[config.mk]
export PLATFORM = sky130hd
export DESIGN_NAME = timed_action_sequencer
export DESIGN_NICKNAME = d
export VERILOG_FILES = /design/src/rtl/core/tas_pkg.sv /design/src/rtl/core/timed_action_sequencer.sv /design/src/rtl/core/tas_store.sv /design/src/rtl/core/tas_launch.sv
export SDC_FILE = /design/constraint.sdc
export NUM_CORES = 1
export LEC_CHECK = 0
export ABC_CLOCK_PERIOD_IN_PS = 20900
export BUFFER_PORTS_ARGS = -buffer_cell sky130_fd_sc_hd__clkbuf_2
export CAP_MARGIN = 40
export CORE_MARGIN = 1.5
export CORE_UTILIZATION = 64
export DETAILED_ROUTE_END_ITERATION = 16
export GPL_ROUTABILITY_DRIVEN = 0
export PLACE_DENSITY = 0.86
export SYNTH_ARGS = -nofsm -noshare
export SYNTH_HDL_FRONTEND = slang
export SYNTH_HIERARCHICAL = 1
export SYNTH_SLANG_ARGS = --single-unit
[constraint.sdc]
create_clock -name clk -period 20.9 [get_ports clk]
set_input_delay 2.09 -clock clk [delete_from_list [all_inputs] [get_ports clk]]
set_output_delay 2.09 -clock clk [all_outputs]
set_load 0.02 [all_outputs]
[src/rtl/core/tas_pkg.sv]
// Shared types, constants and decode helpers for the timed action sequencer.
// No dependencies; imported by every module of the block.
`default_nettype none

package tas_pkg;

	localparam int QUEUE_DEPTH = 8;
	localparam int IDX_W       = (QUEUE_DEPTH > 1) ? $clog2(QUEUE_DEPTH) : 1;

	localparam int KIND_W  = 5;
	localparam int TICKS_W = 16;
	localparam int PARAM_W = 16;
	localparam int CB_W    = 8;
	localparam int MSG_W   = 8;
	localparam int BUSY_W  = 8;
	localparam int OP_W    = 2;
	localparam int CFG_IDX_W  = 2;
	localparam int CFG_DATA_W = 16;

	// operation codes
	localparam logic [OP_W-1:0] OP_ENQ  = 2'd0;
	localparam logic [OP_W-1:0] OP_POLL = 2'd1;
	localparam logic [OP_W-1:0] OP_FIN  = 2'd2;

	// configuration register indexes
	localparam logic [CFG_IDX_W-1:0] CFG_STEP_MSG   = 2'd0;
	localparam logic [CFG_IDX_W-1:0] CFG_OVER_MSG   = 2'd1;
	localparam logic [CFG_IDX_W-1:0] CFG_IDLE_TICKS = 2'd2;

	// action type codes
	localparam logic [KIND_W-1:0] KIND_LED  = 5'd18;
	localparam logic [KIND_W-1:0] KIND_MISC = 5'd19;

	// group bits
	localparam logic [BUSY_W-1:0] GRP_MOTOR1 = 8'h80;
	localparam logic [BUSY_W-1:0] GRP_LED    = 8'h02;
	localparam logic [BUSY_W-1:0] GRP_MISC   = 8'h01;

	typedef struct packed {
		logic [KIND_W-1:0]  kind;
		logic [TICKS_W-1:0] ticks;
		logic [PARAM_W-1:0] param;
		logic [CB_W-1:0]    cb;
	} act_rec_t;

	typedef struct packed {
		logic     empty;
		logic     accepted;
		act_rec_t head;
	} store_stat_t;

	typedef struct packed {
		logic [MSG_W-1:0]   step_msg;
		logic [MSG_W-1:0]   over_msg;
		logic [TICKS_W-1:0] idle_ticks;
	} cfg_t;

	function automatic logic [BUSY_W-1:0] group_bit(input logic [KIND_W-1:0] kind);
		logic [BUSY_W-1:0] bit_v;
		bit_v = '0;
		case (kind) inside
			[5'd0:5'd2]:   bit_v = GRP_MOTOR1;
			[5'd3:5'd5]:   bit_v = GRP_MOTOR1 >> 1;
			[5'd6:5'd8]:   bit_v = GRP_MOTOR1 >> 2;
			[5'd9:5'd11]:  bit_v = GRP_MOTOR1 >> 3;
			[5'd12:5'd14]: bit_v = GRP_MOTOR1 >> 4;
			[5'd15:5'd17]: bit_v = GRP_MOTOR1 >> 5;
			KIND_LED:      bit_v = GRP_LED;
			KIND_MISC:     bit_v = GRP_MISC;
			default:       bit_v = '0;
		endcase
		return bit_v;
	endfunction

endpackage

`default_nettype wire

[src/rtl/core/timed_action_sequencer.sv]
// Top level of the timed action sequencer: configuration registers and the
// wiring of the action store and the launch logic. Depends on tas_pkg,
// tas_store and tas_launch.
//
//   channel   handshake             payload
//   --------  --------------------  ------------------------------------------
//   command   start, busy           op, action_type, action_time,
//                                   action_param, callback_id
//   result    done (one-cycle)      accepted, started, started_type,
//                                   started_param, started_callback,
//                                   call_callback, busy_bits, timer_load,
//                                   timer_ticks, timer_msg
//   config    cfg_we                cfg_index, cfg_data
//
// In a transaction the store memory is read at the accept edge, the result is
// decoded from the read data and registered at the next edge, and done is
// high in the cycle after that. busy is high for the one cycle in between,
// so a new transaction may start in the cycle done is high.
// Reset empties the queue and clears the busy group; no clearing pass.
// The receiver cannot stall; done is never held and nothing else stalls.
`default_nettype none

module timed_action_sequencer
	import tas_pkg::*;
(
	input  wire logic                  clk,
	input  wire logic                  arst_n,
	input  wire logic                  start,
	output logic                       busy,
	input  wire logic [OP_W-1:0]       op,
	input  wire logic [KIND_W-1:0]     action_type,
	input  wire logic [TICKS_W-1:0]    action_time,
	input  wire logic [PARAM_W-1:0]    action_param,
	input  wire logic [CB_W-1:0]       callback_id,
	input  wire logic                  cfg_we,
	input  wire logic [CFG_IDX_W-1:0]  cfg_index,
	input  wire logic [CFG_DATA_W-1:0] cfg_data,
	output logic                       done,
	output logic                       accepted,
	output logic                       started,
	output logic [KIND_W-1:0]          started_type,
	output logic [PARAM_W-1:0]         started_param,
	output logic [CB_W-1:0]            started_callback,
	output logic                       call_callback,
	output logic [BUSY_W-1:0]          busy_bits,
	output logic                       timer_load,
	output logic [TICKS_W-1:0]         timer_ticks,
	output logic [MSG_W-1:0]           timer_msg
);

	cfg_t         cfg_q;
	act_rec_t     wr_action;
	store_stat_t  stat;
	logic         take;
	logic         pop;
	logic         pending;

	always_ff @(posedge clk or negedge arst_n) begin
		if (!arst_n) begin
			cfg_q.step_msg   <= '0;
			cfg_q.over_msg   <= '0;
			cfg_q.idle_ticks <= TICKS_W'(1);
		end else if (cfg_we) begin
			unique case (cfg_index)
				CFG_STEP_MSG:   cfg_q.step_msg   <= cfg_data[MSG_W-1:0];
				CFG_OVER_MSG:   cfg_q.over_msg   <= cfg_data[MSG_W-1:0];
				CFG_IDLE_TICKS: cfg_q.idle_ticks <= cfg_data[TICKS_W-1:0];
				default: begin
				end
			endcase
		end
	end

	assign busy = pending;
	assign take = start && !pending;

	assign wr_action.kind  = action_type;
	assign wr_action.ticks = action_time;
	assign wr_action.param = action_param;
	assign wr_action.cb    = callback_id;

	tas_store u_store (
		.clk       (clk),
		.arst_n    (arst_n),
		.take      (take),
		.op        (op),
		.wr_action (wr_action),
		.pop       (pop),
		.stat      (stat)
	);

	tas_launch u_launch (
		.clk              (clk),
		.arst_n           (arst_n),
		.take             (take),
		.op               (op),
		.stat             (stat),
		.cfg              (cfg_q),
		.pop              (pop),
		.pending          (pending),
		.done             (done),
		.accepted         (accepted),
		.started          (started),
		.started_type     (started_type),
		.started_param    (started_param),
		.started_callback (started_callback),
		.call_callback    (call_callback),
		.busy_bits        (busy_bits),
		.timer_load       (timer_load),
		.timer_ticks      (timer_ticks),
		.timer_msg        (timer_msg)
	);

endmodule

`default_nettype wire

[src/rtl/core/tas_store.sv]
// Ring store of queued actions: action memory, read and write indexes.
// Depends on tas_pkg.
`default_nettype none

module tas_store
	import tas_pkg::*;
(
	input  wire logic              clk,
	input  wire logic              arst_n,
	input  wire logic              take,
	input  wire logic [OP_W-1:0]   op,
	input  wire act_rec_t          wr_action,
	input  wire logic              pop,
	output store_stat_t            stat
);

	act_rec_t           mem [QUEUE_DEPTH];
	logic [IDX_W-1:0]   rd_idx_q;
	logic [IDX_W-1:0]   wr_idx_q;
	logic [IDX_W-1:0]   wr_nxt;
	logic [IDX_W-1:0]   rd_nxt;
	logic               full;
	logic               do_write;
	act_rec_t           head_s1;
	logic               empty_s1;
	logic               acc_s1;

	function automatic logic [IDX_W-1:0] next_idx(input logic [IDX_W-1:0] i);
		logic [IDX_W-1:0] n;
		if (i == IDX_W'(QUEUE_DEPTH - 1)) begin
			n = '0;
		end else begin
			n = i + IDX_W'(1);
		end
		return n;
	endfunction

	assign wr_nxt   = next_idx(wr_idx_q);
	assign rd_nxt   = next_idx(rd_idx_q);
	assign full     = (wr_nxt == rd_idx_q);
	assign do_write = take && (op == OP_ENQ) && !full;

	always_ff @(posedge clk) begin
		if (do_write) begin
			mem[wr_idx_q] <= wr_action;
		end
		if (take) begin
			head_s1 <= mem[rd_idx_q];
		end
	end

	always_ff @(posedge clk or negedge arst_n) begin
		if (!arst_n) begin
			rd_idx_q <= '0;
			wr_idx_q <= '0;
			empty_s1 <= 1'b1;
			acc_s1   <= 1'b0;
		end else begin
			if (do_write) begin
				wr_idx_q <= wr_nxt;
			end
			if (pop) begin
				rd_idx_q <= rd_nxt;
			end
			if (take) begin
				empty_s1 <= (rd_idx_q == wr_idx_q);
				acc_s1   <= do_write;
			end
		end
	end

	assign stat.empty    = empty_s1;
	assign stat.accepted = acc_s1;
	assign stat.head     = head_s1;

endmodule

`default_nettype wire

[src/rtl/core/tas_launch.sv]
// Item decode, busy group register and registered result fields.
// Depends on tas_pkg; reads the head entry delivered by tas_store.
`default_nettype none

module tas_launch
	import tas_pkg::*;
(
	input  wire logic                clk,
	input  wire logic                arst_n,
	input  wire logic                take,
	input  wire logic [OP_W-1:0]     op,
	input  wire store_stat_t         stat,
	input  wire cfg_t                cfg,
	output logic                     pop,
	output logic                     pending,
	output logic                     done,
	output logic                     accepted,
	output logic                     started,
	output logic [KIND_W-1:0]        started_type,
	output logic [PARAM_W-1:0]       started_param,
	output logic [CB_W-1:0]          started_callback,
	output logic                     call_callback,
	output logic [BUSY_W-1:0]        busy_bits,
	output logic                     timer_load,
	output logic [TICKS_W-1:0]       timer_ticks,
	output logic [MSG_W-1:0]         timer_msg
);

	logic               valid_s1;
	logic [OP_W-1:0]    op_s1;
	logic [BUSY_W-1:0]  busy_q;
	logic [BUSY_W-1:0]  busy_nxt;
	logic [BUSY_W-1:0]  grp;
	logic               launch;
	logic               idle_load;

	assign grp = group_bit(stat.head.kind);

	always_comb begin
		launch    = 1'b0;
		idle_load = 1'b0;
		busy_nxt  = busy_q;
		if (valid_s1) begin
			unique case (op_s1)
				OP_POLL: begin
					launch = (busy_q == '0) && !stat.empty;
					if (launch) begin
						busy_nxt = grp;
					end
				end
				OP_FIN: begin
					launch    = !stat.empty;
					idle_load = stat.empty;
					busy_nxt  = launch ? grp : '0;
				end
				default: begin
					launch = 1'b0;
				end
			endcase
		end
	end

	assign pop     = launch;
	assign pending = valid_s1;

	always_ff @(posedge clk) begin
		started_type     <= launch ? stat.head.kind : '0;
		started_param    <= launch ? stat.head.param : '0;
		started_callback <= launch ? stat.head.cb : '0;
		call_callback    <= launch && (grp != '0) && (stat.head.cb != '0);
		started          <= launch;
		accepted         <= stat.accepted;
		timer_load       <= launch || idle_load;
		if (launch) begin
			timer_ticks <= stat.head.ticks;
			timer_msg   <= cfg.step_msg;
		end else if (idle_load) begin
			timer_ticks <= cfg.idle_ticks;
			timer_msg   <= cfg.over_msg;
		end else begin
			timer_ticks <= '0;
			timer_msg   <= '0;
		end
	end

	always_ff @(posedge clk or negedge arst_n) begin
		if (!arst_n) begin
			valid_s1 <= 1'b0;
			op_s1    <= OP_ENQ;
			busy_q   <= '0;
			done     <= 1'b0;
		end else begin
			valid_s1 <= take;
			if (take) begin
				op_s1 <= op;
			end
			busy_q <= busy_nxt;
			done   <= valid_s1;
		end
	end

	assign busy_bits = busy_q;

endmodule

`default_nettype wire
# --- Yosys cells after proc, flatten, opt, wreduce, memory -nomap -nowiden ---
# Memory sizes are Yosys's and may differ from the RTL's. A register that Yosys moved wholly into a read port is not among the register bits.
# Cells that the tools add are included.
word_totals:
  regBits: 109
  ramBits: 360
  inputBits: 69
  output_inout_bits: 67
  wordCells: 95
  memories: 1
classes:
  add_sub_neg: 2
  magnitude_cmp: 12
  n_eq_ne: 11
  mux: 23
  reduce_logical: 26
memory_table:
  columns: ["memory", "words", "width", "rd", "rd_clocked_by_memory_dff", "write_ports", "line", "text"]
  rows:
  - ["u_store.mem", 8, 45, 1, 1, 1, "tas_store.sv:17", "act_rec_t mem [QUEUE_DEPTH];"]
ops:
  columns: ["operator", "count"]
  rows:
  - ["$mux 8", 11]
  - ["$mux 16", 2]
  - ["$pmux 8 s2", 1]
  - ["$reduce_bool 8->1", 2]
  - ["$ge 5x4->1 const B", 3]
  - ["$le 5x4->1 const B", 3]
  - ["$logic_and 1x1->1", 12]
  - ["$eq 5x5->1 const B", 2]
  - ["$logic_not 8->1", 1]
  - ["$add 3x1->3 const B", 2]
  - ["$eq 3x3->1", 2]
  - ["$eq 3x3->1 const B", 2]
  - ["$mux 1", 6]
  - ["$mux 3", 2]
  - ["$reduce_and 2->1", 3]
  - ["$ge 5x1->1 const B", 1]
  - ["$ge 5x2->1 const B", 1]
  - ["$ge 5x3->1 const B", 1]
  - ["$le 5x2->1 const B", 1]
  - ["$le 5x3->1 const B", 1]
  - ["$le 5x5->1 const B", 1]
  - ["$eq 2x1->1 const B", 2]
  - ["$eq 2x2->1 const B", 2]
  - ["$logic_not 2->1", 2]
  - ["other kinds (6)", 8]

# --- Logic depth before layout (Yosys ltp) ---
depth:
  word_depth: 12
  ltp_mapped: 8
  depth_no_buf: 7

# --- Cells and area by module ---
# The synthesis kept the hierarchy.
by_module_without_submodules:
  columns: ["mod", "n_inst", "cells_each", "area_each_um2", "seq_area_each_um2"]
  rows:
  - ["tas_store", 1, 623, 15658.8, 12363.1]
  - ["tas_launch", 1, 191, 2292.2, 1441.4]
  - ["timed_action_sequencer", 1, 69, 1229.9, 802.0]

# --- Worst setup path after synthesis ---
# No wires, ideal clock.
synth_path:
  kind: "input -> register"
  start: "in start"
  end: "mem u_store/mem[4][0] (netlist name), enable pin"
  setup_time_ps: 575
  arrival_time_ps: 9747
  required_ps: 20325
  slack_ps: 10577
  cell_stages: 5
  n_path_buf: 1
  path_cell_list: "nor2b_1 -> nor3b_1 -> o21ai_1 -> buf_2 -> nor4b_1"
synth_via:
  elab_chain_len: 5
synth_lines:
  columns: ["element", "line", "text"]
  rows:
  - ["from (decl)", "timed_action_sequencer.sv:28", "input wire logic start,"]
  - ["$logic_and 1x1->1", "timed_action_sequencer.sv:75", "assign take = start && !pending;"]
  - ["$logic_and 1x1->1 (2 in series)", "tas_store.sv:41", "assign do_write = take && (op == OP_ENQ) && !full;"]
  - ["$mux 1", "tas_store.sv:44", "if (do_write) begin"]
  - ["$mux 1 (implied by the code)", "tas_store.sv:45", "mem[wr_idx_q] <= wr_action;"]
  - ["to (decl)", "tas_store.sv:17", null]
# No other way between the ends.

# --- Worst setup path in the final report ---
layout_path:
  start: "in start"
  end: "mem u_store/mem[4][38] (netlist name), enable pin"
layout_via:
  elab_chain_len: 5
layout_lines:
  columns: ["element", "line", "text"]
  rows:
  - ["$logic_and 1x1->1", "timed_action_sequencer.sv:75", null]
  - ["via take", "timed_action_sequencer.sv:54", "logic take;"]
  - ["$logic_and 1x1->1 (2 in series)", "tas_store.sv:41", null]
  - ["$mux 1", "tas_store.sv:44", null]
  - ["$mux 1 (implied by the code)", "tas_store.sv:45", null]
# The timed path passes the listed nets, and every way through them passes these cells.

==> metrics.yaml <==
run_status:
  status: "completed"
yosys:
  ys_warn_count: 6
  synth_area_sq_mm: 0.0192
  ys_seq_area_share_pct: 76.2
  synth.avg_cell_area_sq_um: 21.7
  synth-seq-cells: 514
  synth.distinct_cells: 48
  synthCells: 883
  synth_fp_nets: 958
sta:
  fin_crit_sh_pct: 22.2
  fin_crit_ps: 4650
  hold_viol_final: 0
  drv_slew: 0
  worst_pin_slew_ps: 878
  setup_viol_count_final: 0
  fin_skew_ps: 28.9
  slew-limit-headroom_pct: 41.5
  setup_tns_ps: 0
  max_freq_mhz: 215
  rsz0062_at_grt: "false"
floorplanning:
  initial_core_util_pct: 64.9
  rows: 63
  ioPinCount: 136
  core_sq_mm: 0.0296
  die_y_um: 176
  die_w_um: 176
  dieArea_sq_mm: 0.0310
power:
  p_leak_nw: 7.81
  peakVddDrop_v: 0.0000845
  powerDensity_mw_per_mm2: 126
critical_path:
  reg2reg_setup_slack_ps: 17420
  crit_required_ps: 21070
  startpoint: "start"
  endpoint_kind: "flop"
  worstPathArrival_ps: 4820
  worstSetupPathType: "input port to flop"
  reg2reg_depth: 7
  start_kind: "input port"
  worstReg2RegEnd: "u_store/mem[4][38]"
  crit_fanout: 54
  endpoint: "u_store/mem[4][38]"
  r2r-start: "u_launch/pending"
flow_run:
  cap_violations: 0
global_routing:
  overflow: 0
  grt_max_degree: 61
  grt_usage_pct: 25.0
  grt_first_pass_wirelength_mm: 56.8
  grt_pass1_vias: 9365
  antenna_found_initial: 3
cells_and_area:
  fin_util_pct: 74.3
  nets: 1120
  area_growth_pct: 14.5
  drive_gt1_share_pct: 38.9
clocking:
  cts_resized: 0
  postCtsHoldBufs: 0
  cts_buffers: 50
  postCtsSetupRepairBufs: 0
  cts_max_path_buffers: 3
  clk_pin_slew_ps: 60
  insertion_delay_ps: 560
  root_buffer: "clkbuf_16"
  cts_tree: "built"
  cts_htree_levels: 2
  clkSinkCount: 514
drt:
  totalWireLength_mm: 37.8
  drc_errors: 0
  wire_per_inst_um: 25.6
  viasPerCell: 6.11
  vias: 9029
  drtPass1Iterations: 5
  final_antenna_net_count: 0
  drt_first_iter_violations: 864
place:
  dpl.hpwl_mm: 19.9
  port_buffers: 135
hold_path:
  hold_class: "flop to flop"
synthesized netlist by cell type, drive strengths merged:
cell / n / area, sq um
edfxtp: 405 / 12200
mux4: 90 / 2070
mux2: 88 / 1160
dfxtp: 57 / 1140
dfrtp: 50 / 1250
buf: 38 / 307
and2: 29 / 181
a22o: 24 / 210
inv: 13 / 48.8
nand2: 8 / 30.0
nor2: 8 / 30.0
nor3: 8 / 40.0
o21ai: 8 / 40.0
clkbuf: 7 / 30.0
ha: 6 / 75.1
nor4: 6 / 43.8
nor4b: 5 / 50.0
xnor2: 5 / 43.8
nand3b: 4 / 46.3
and3: 3 / 18.8
nor3b: 3 / 38.8
a32oi: 2 / 17.5
dfstp: 2 / 52.6
mux2i: 2 / 20.0
nand2b: 2 / 12.5
nand4: 2 / 12.5
nor2b: 2 / 12.5
or2: 2 / 12.5
a21oi: 1 / 5.00
a31oi: 1 / 6.26
and4: 1 / 8.76
xor2: 1 / 8.76
cells in the final DEF (no fill, tap or decap), types with 9 or more instances in the layout:
cell / netlist / routed
clkbuf_2: 0 / 135
buf_4: 5 / 16
clkinv_2: 0 / 13
a22o_1: 24 / 24
inv_1: 13 / 13
mux4_2: 79 / 79
edfxtp_1: 405 / 405
mux4_1: 11 / 11
clkbuf_1: 6 / 9
mux2_2: 43 / 43
and2_1: 29 / 29
clkbuf_16: 0 / 50
dfrtp_1: 50 / 47
dfxtp_1: 57 / 57
mux2_4: 44 / 44
critical path, stage by stage:
cell and delay [ps]:
clkbuf_2 80, nor2b_4 120, buf_4 590, nor3b_1 580, o21ai_1 220, buf_4 250, nor4b_2 240, buf_4 600
flip-flops by register name, summed over array words and instances (netlist names), 5 cells and up:
register / flops
cfg_q: 32
u_launch/started_type: 5
u_launch/busy_bits: 8
u_store/mem: 360
u_launch/started_callback: 8
u_launch/started_param: 16
u_store/stat: 45
u_launch/timer_msg: 8
u_launch/timer_ticks: 16
area by class of cell:
| type | count | area (sq um) |
|---|---|---|
| clock buffers | 66 | 1380 |
| inverters | 13 | 48.8 |
| flip-flops and latches | 514 | 14600 |
| clock inverters | 27 | 288 |
| fillers | 1589 | 7590 |
| repair buffers | 155 | 893 |
| diodes | 2 | 5.00 |
| multi-input cells | 311 | 4250 |
| well taps | 390 | 488 |
how the worst min path moves through the flow:
| stage | from | to | cells past startpoint | slack, ps |
|---|---|---|---|---|
| 6_report | u_store/stat[19] | u_launch/started_param[11] | 1 | 450 |
| 5_1_grt | u_store/stat[23] | u_launch/started_param[15] | 1 | 470 |
| 4_1_cts | u_store/stat[19] | u_launch/started_param[11] | 1 | 450 |
| 3_5_place_dp | u_store/stat[19] | u_launch/started_param[11] | 1 | 440 |
| 3_3_place_gp | u_store/stat[20] | u_launch/started_param[12] | 1 | 430 |
| 2_1_floorplan | u_store/stat[8] | u_launch/started_param[0] | 1 | 420 |
per-stage QoR:
step | cell area (sq um) | power (W) | cells | setup slack (ps) | hold slack, ps
final | 22000 | 0.00277 | 1478 | 16250 | 451
after global routing | 22000 | 0.00286 | 1478 | 15980 | 469
after CTS | 22000 | 0.00278 | 1476 | 16240 | 455
after detailed placement | 20300 | 0.00187 | 1383 | 15770 | 436
after global placement | 20200 | 0.00183 | 1378 | 15760 | 434
after floorplan | 19200 | 0.00174 | 883 | 10580 | 420
report_power, final:
group	switching (W)	internal, W
Combinational	0.000260	0.000315
Sequential	0.0000776	0.00121
Clock	0.000374	0.000528
per-layer routing:
| layer | global-route usage (%) | routed length (um) |
|---|---|---|
| met1 | 33.8 | 14800 |
| met2 | 42.3 | 19600 |
| met3 | 4.31 | 2290 |
| met4 | 7.69 | 1040 |
| met5 | 0 | 13 |
kinds of logic (layout without fill, tap and decap cells):
logic type | Yosys count | after routing | synth area share [%]
AO/OA/AOI/OAI | 36 | 36 | 1.45
XOR/XNOR | 6 | 6 | 0.274
adder cells (fa/ha/maj) | 6 | 6 | 0.391
buffers and inverters | 58 | 261 | 2.01
flip-flops | 514 | 514 | 76.2
multiplexers | 180 | 180 | 16.9
other | 0 | 2 | 0
AND/OR/NAND/NOR | 83 | 83 | 2.80
(Power assumes the default switching activity.)
